`config.mk`:
```
export PLATFORM = sky130hd
export DESIGN_NAME = bmg_sqrt
export DESIGN_NICKNAME = d
export VERILOG_FILES = /design/src/hdl/bmg_sqrt.sv
export SDC_FILE = /design/constraint.sdc
export NUM_CORES = 2
export LEC_CHECK = 0
export ABC_CLOCK_PERIOD_IN_PS = 6890
export BUFFER_PORTS_ARGS = -buffer_cell sky130_fd_sc_hd__buf_4
export CORE_MARGIN = 5
export CORE_UTILIZATION = 47
export DETAILED_ROUTE_END_ITERATION = 10
export MAX_ROUTING_LAYER = met4
export PLACE_DENSITY = 0.69
export SLEW_MARGIN = 20
export SYNTH_ARGS = -nofsm -noshare
export SYNTH_HDL_FRONTEND = slang
export SYNTH_SLANG_ARGS = --single-unit
```
`constraint.sdc`:
```
create_clock -name aclk -period 6.89 [get_ports aclk]
set_clock_uncertainty 0.05 [all_clocks]
set_input_delay 1.7225 -clock aclk [delete_from_list [all_inputs] [get_ports aclk]]
set_output_delay 1.7225 -clock aclk [all_outputs]
set_load 0.01 [all_outputs]
```
`src/hdl/bmg_sqrt.sv`:
```
// pipelined integer square root, one root bit per stage
// no dependencies
module bmg_sqrt #(
    parameter int IN_W = 58
) (
    input  logic              aclk,
    input  logic              en,
    input  logic [IN_W-1:0]   radicand,
    output logic [IN_W/2-1:0] root
);
    localparam int RW = IN_W / 2;

    logic [RW:0]     rem_reg  [0:RW-1];
    logic [RW-1:0]   root_reg [0:RW-1];
    logic [IN_W-1:0] v_reg    [0:RW-1];

    for (genvar i = 0; i < RW; i++) begin : g_stage
        logic [RW:0]     rem_in;
        logic [RW-1:0]   root_in;
        logic [IN_W-1:0] v_in;
        logic [RW+2:0]   rem_sh;
        logic [RW+2:0]   trial;
        if (i == 0) begin : g_first
            assign rem_in  = '0;
            assign root_in = '0;
            assign v_in    = radicand;
        end else begin : g_next
            assign rem_in  = rem_reg[i-1];
            assign root_in = root_reg[i-1];
            assign v_in    = v_reg[i-1];
        end
        assign rem_sh = {rem_in, v_in[IN_W-1:IN_W-2]};
        assign trial  = (RW+3)'({root_in, 2'b01});
        always_ff @(posedge aclk) begin
            if (en) begin
                v_reg[i] <= v_in << 2;
                if (rem_sh >= trial) begin
                    rem_reg[i]  <= (RW+1)'(rem_sh - trial);
                    root_reg[i] <= {root_in[RW-2:0], 1'b1};
                end else begin
                    rem_reg[i]  <= rem_sh[RW:0];
                    root_reg[i] <= {root_in[RW-2:0], 1'b0};
                end
            end
        end
    end

    assign root = root_reg[RW-1];

endmodule

```
==> reports/qor.yml <==
timing:
  setup_violations: 0
  fin_crit_sh_pct: 66.9
  tightest_slew_ns: 1.05
  period_needed_ns: 4.61
  drv_slew: 0
  fin_tns_setup_ns: 0
  max_slew_margin_pct: 29.0
  rsz0062_at_grt: "false"
  max_clock_freq_mhz: 217
  hold_viol: 0
critical_path:
  slowest_delay_ns: 0.78
  start_kind: "input pin"
  critPathRequiredTime_ns: 7.44
  cp_slowest_cell: "clkinv_1"
  path_max_fanout: 40
  critPathTopFamily: "buffers and inverters"
  crit_chain: "buf_16 -> clkinv_1 -> buf_4 -> buf_4 -> nor4b_1 -> o211ai_1 -> nor2_1 -> clkinv_1 -> and3_1 -> o21ai_0 -> xnor2_1"
  regToRegSetupSlack_ns: 2.36
  arrival_ns: 5.16
  cp-end-kind: "flip-flop"
  crit_buf_inv: 5
  crit_type: "input pin to flip-flop"
final_layout:
  nNetsFinal: 8028
  drive_gt1_share_pct: 7.45
  syn_to_final_growth_pct: 11.7
  design_area_sq_um: 106000
  antennaDiodeCount: 0
  largest_register_ffs: 812
  utilization_pct: 52.7
detailed_routing:
  ant_nets: 0
  dr.pass1.iters: 7
  via_per_inst: 5.44
  post-route-drc-count: 0
  drtIter0Drc: 4504
  avgRoutedWirePerCell_um: 18.7
  finalWirelength_um: 193000
  vias: 56300
yosys:
  ys_types: 82
  netlist_area_sq_um: 95100
  yosys_warnings: 0
  syn_avg_cell_area_sq_um: 13.0
  synth_cells: 7318
  ys_ff_latch: 2045
  synth-seq-area-share_pct: 64.6
  synth_edf_count: 2044
  ys.flop_type: "edfxtp_1"
  synthArstFlopShare_pct: 0
  synth_nets: 7845
global_route:
  grt_pass1_vias: 55900
  grt_first_pass_wirelength_um: 307000
  grt_use_total_pct: 18.7
  grt_overflow_total: 0
  grt_max_degree: 191
  antenna_found_initial: 2
floorplan:
  start_util_pct: 47.1
  rows: 165
  fp.dieW_um: 460
  core_sq_um: 202000
  dieArea_sq_um: 211000
  ios: 89
  die_h_um: 460
power:
  pwr-share-seq_pct: 47.2
  p_leak_nw: 40.5
  net-switching-power_w: 0.0101
  p_sw_share_pct: 28.1
  powerDensity_nw_per_um2: 337
  p_comb_share_pct: 20.1
  p_clk_share_pct: 32.7
  p_int_w: 0.0257
  irDropWorstVdd_mv: 0.286
cts:
  cts_root_buffer: "clkbuf_16"
  worstSkewPairLatency_ns: 0.86
  cts_hold_buffers: 0
  cts.reportedPaths.clkPinSlew_ns: 0.06
  cts_buffers: 211
  clockBufferDepth: 3
  htreeDepth: 4
  post_cts_resize_count: 0
  cts_tree: "built"
  cts.sinks: 2045
  post_cts_buffers: 0
placed_design:
  hpwl_um: 140000
  placed_area_sq_um: 99000
  place.gp.congestion: 0.894
  port_buffers: 88
min_path:
  hold_class: "flip-flop to flip-flop"
run_status:
  status: "completed"
flow_run:
  maxCapViolCount: 0
==> cell usage in the layout (no fill, tap or decap), types with 31 or more instances in the layout <==
cell and n:
inv_1 567, clkbuf_1 42, o21bai_1 47, nand3_1 100
mux2_2 68, nor2b_1 64, nor4_1 80, buf_4 121
or3_1 75, xnor2_1 339, nor2_1 462, a21oi_1 431
a21o_1 205, and3_1 33, o211ai_1 34, nand2b_1 98
a31oi_1 44, o21ai_0 411, edfxtp_1 2044, o21a_1 65
ha_1 467, nor3_1 165, clkinv_1 43, nand2_1 485
bufinv_16 31, nand4_1 56, a211oi_1 42, or4_1 60
xor2_1 331, clkbuf_16 213
==> final timing paths <==
kind / startpoint / to / cells past startpoint
setup reg to reg: root_reg[1][120] / rem_reg[1][177] / 11
setup / recovery: en / rem_reg[0][437] / 11
hold reg to reg: v_reg[1][47] / v_reg[1][105] / 0
hold / removal: v_reg[1][47] / v_reg[1][105] / 0
==> cell usage after synthesis (100+ instances only) <==
master / instances / share of area (%)
a21o_1: 205 / 1.6
a21oi_1: 431 / 2.3
clkbuf_1: 149 / 0.59
edfxtp_1: 2044 / 65
ha_1: 467 / 6.1
inv_1: 567 / 2.2
nand2_1: 485 / 1.9
nand3_1: 100 / 0.53
nor2_1: 463 / 1.8
nor3_1: 165 / 0.87
o21ai_0: 411 / 2.2
xnor2_1: 339 / 3.1
xor2_1: 331 / 3.0
==> layer usage <==
| layer | track usage [%] | wire length [um] | vias to the layer above |
|---|---|---|---|
| met4 | 6.22 | 6170 | 0 |
| met3 | 2.65 | 8350 | 343 |
| met2 | 31.1 | 94800 | 1236 |
| li1 | - | - | 27500 |
| met1 | 23.9 | 83900 | 27300 |
| met5 | - | 0 | - |
==> cells by family (layout without fill, tap and decap cells) <==
logic type | after synthesis | after routing | share of synthesized area, %
compound gates | 1496 | 1496 | 9.79
xor+xnor | 670 | 670 | 6.17
fa+ha+maj | 467 | 467 | 6.15
buf+inv | 731 | 1093 | 2.90
flops | 2045 | 2045 | 64.6
mux | 81 | 81 | 0.942
simple gates | 1828 | 1828 | 9.48
==> area by class of cell <==
type / count / area [sq um]
clock buffers: 255 / 5490
clock inverters: 137 / 1710
well taps: 2672 / 3340
flip-flops and latches: 2045 / 61400
fillers: 16700 / 95500
inverters: 570 / 2140
multi-input cells: 4542 / 31000
repair buffers: 131 / 1120
==> through the flow <==
stage               power, W  cells  hold slack (ns)  setup WS [ns]
floorplan             0.0221   7318            0.350           2.56
global placement      0.0241   9959            0.350           1.37
global route          0.0376  10400            0.336           1.95
detailed placement    0.0242   9959            0.355           1.38
finish                0.0357  10400            0.344           2.28
CTS                   0.0361  10400            0.337           2.27
==> power groups by stage <==
stage	logic (W)	clock network (W)	registers (W)
after floorplan	0.00547	0	0.0166
after global placement	0.00700	0	0.0171
after detailed placement	0.00711	0	0.0171
after CTS	0.00716	0.0120	0.0169
after global routing	0.00803	0.0126	0.0170
final	0.00719	0.0117	0.0169
==> worst reg2reg max path, stage by stage (launching register included) <==
cell	delay [ns]
edfxtp_1	0.50
inv_1	0.10
ha_1	0.41
and4_1	0.26
a21boi_0	0.54
o31ai_1	0.16
o21ai_0	0.65
a31oi_2	0.17
buf_4	0.29
a2111oi_0	0.69
o21ai_0	0.26
xnor2_1	0.18
Power figures use the tool's default switching activity.
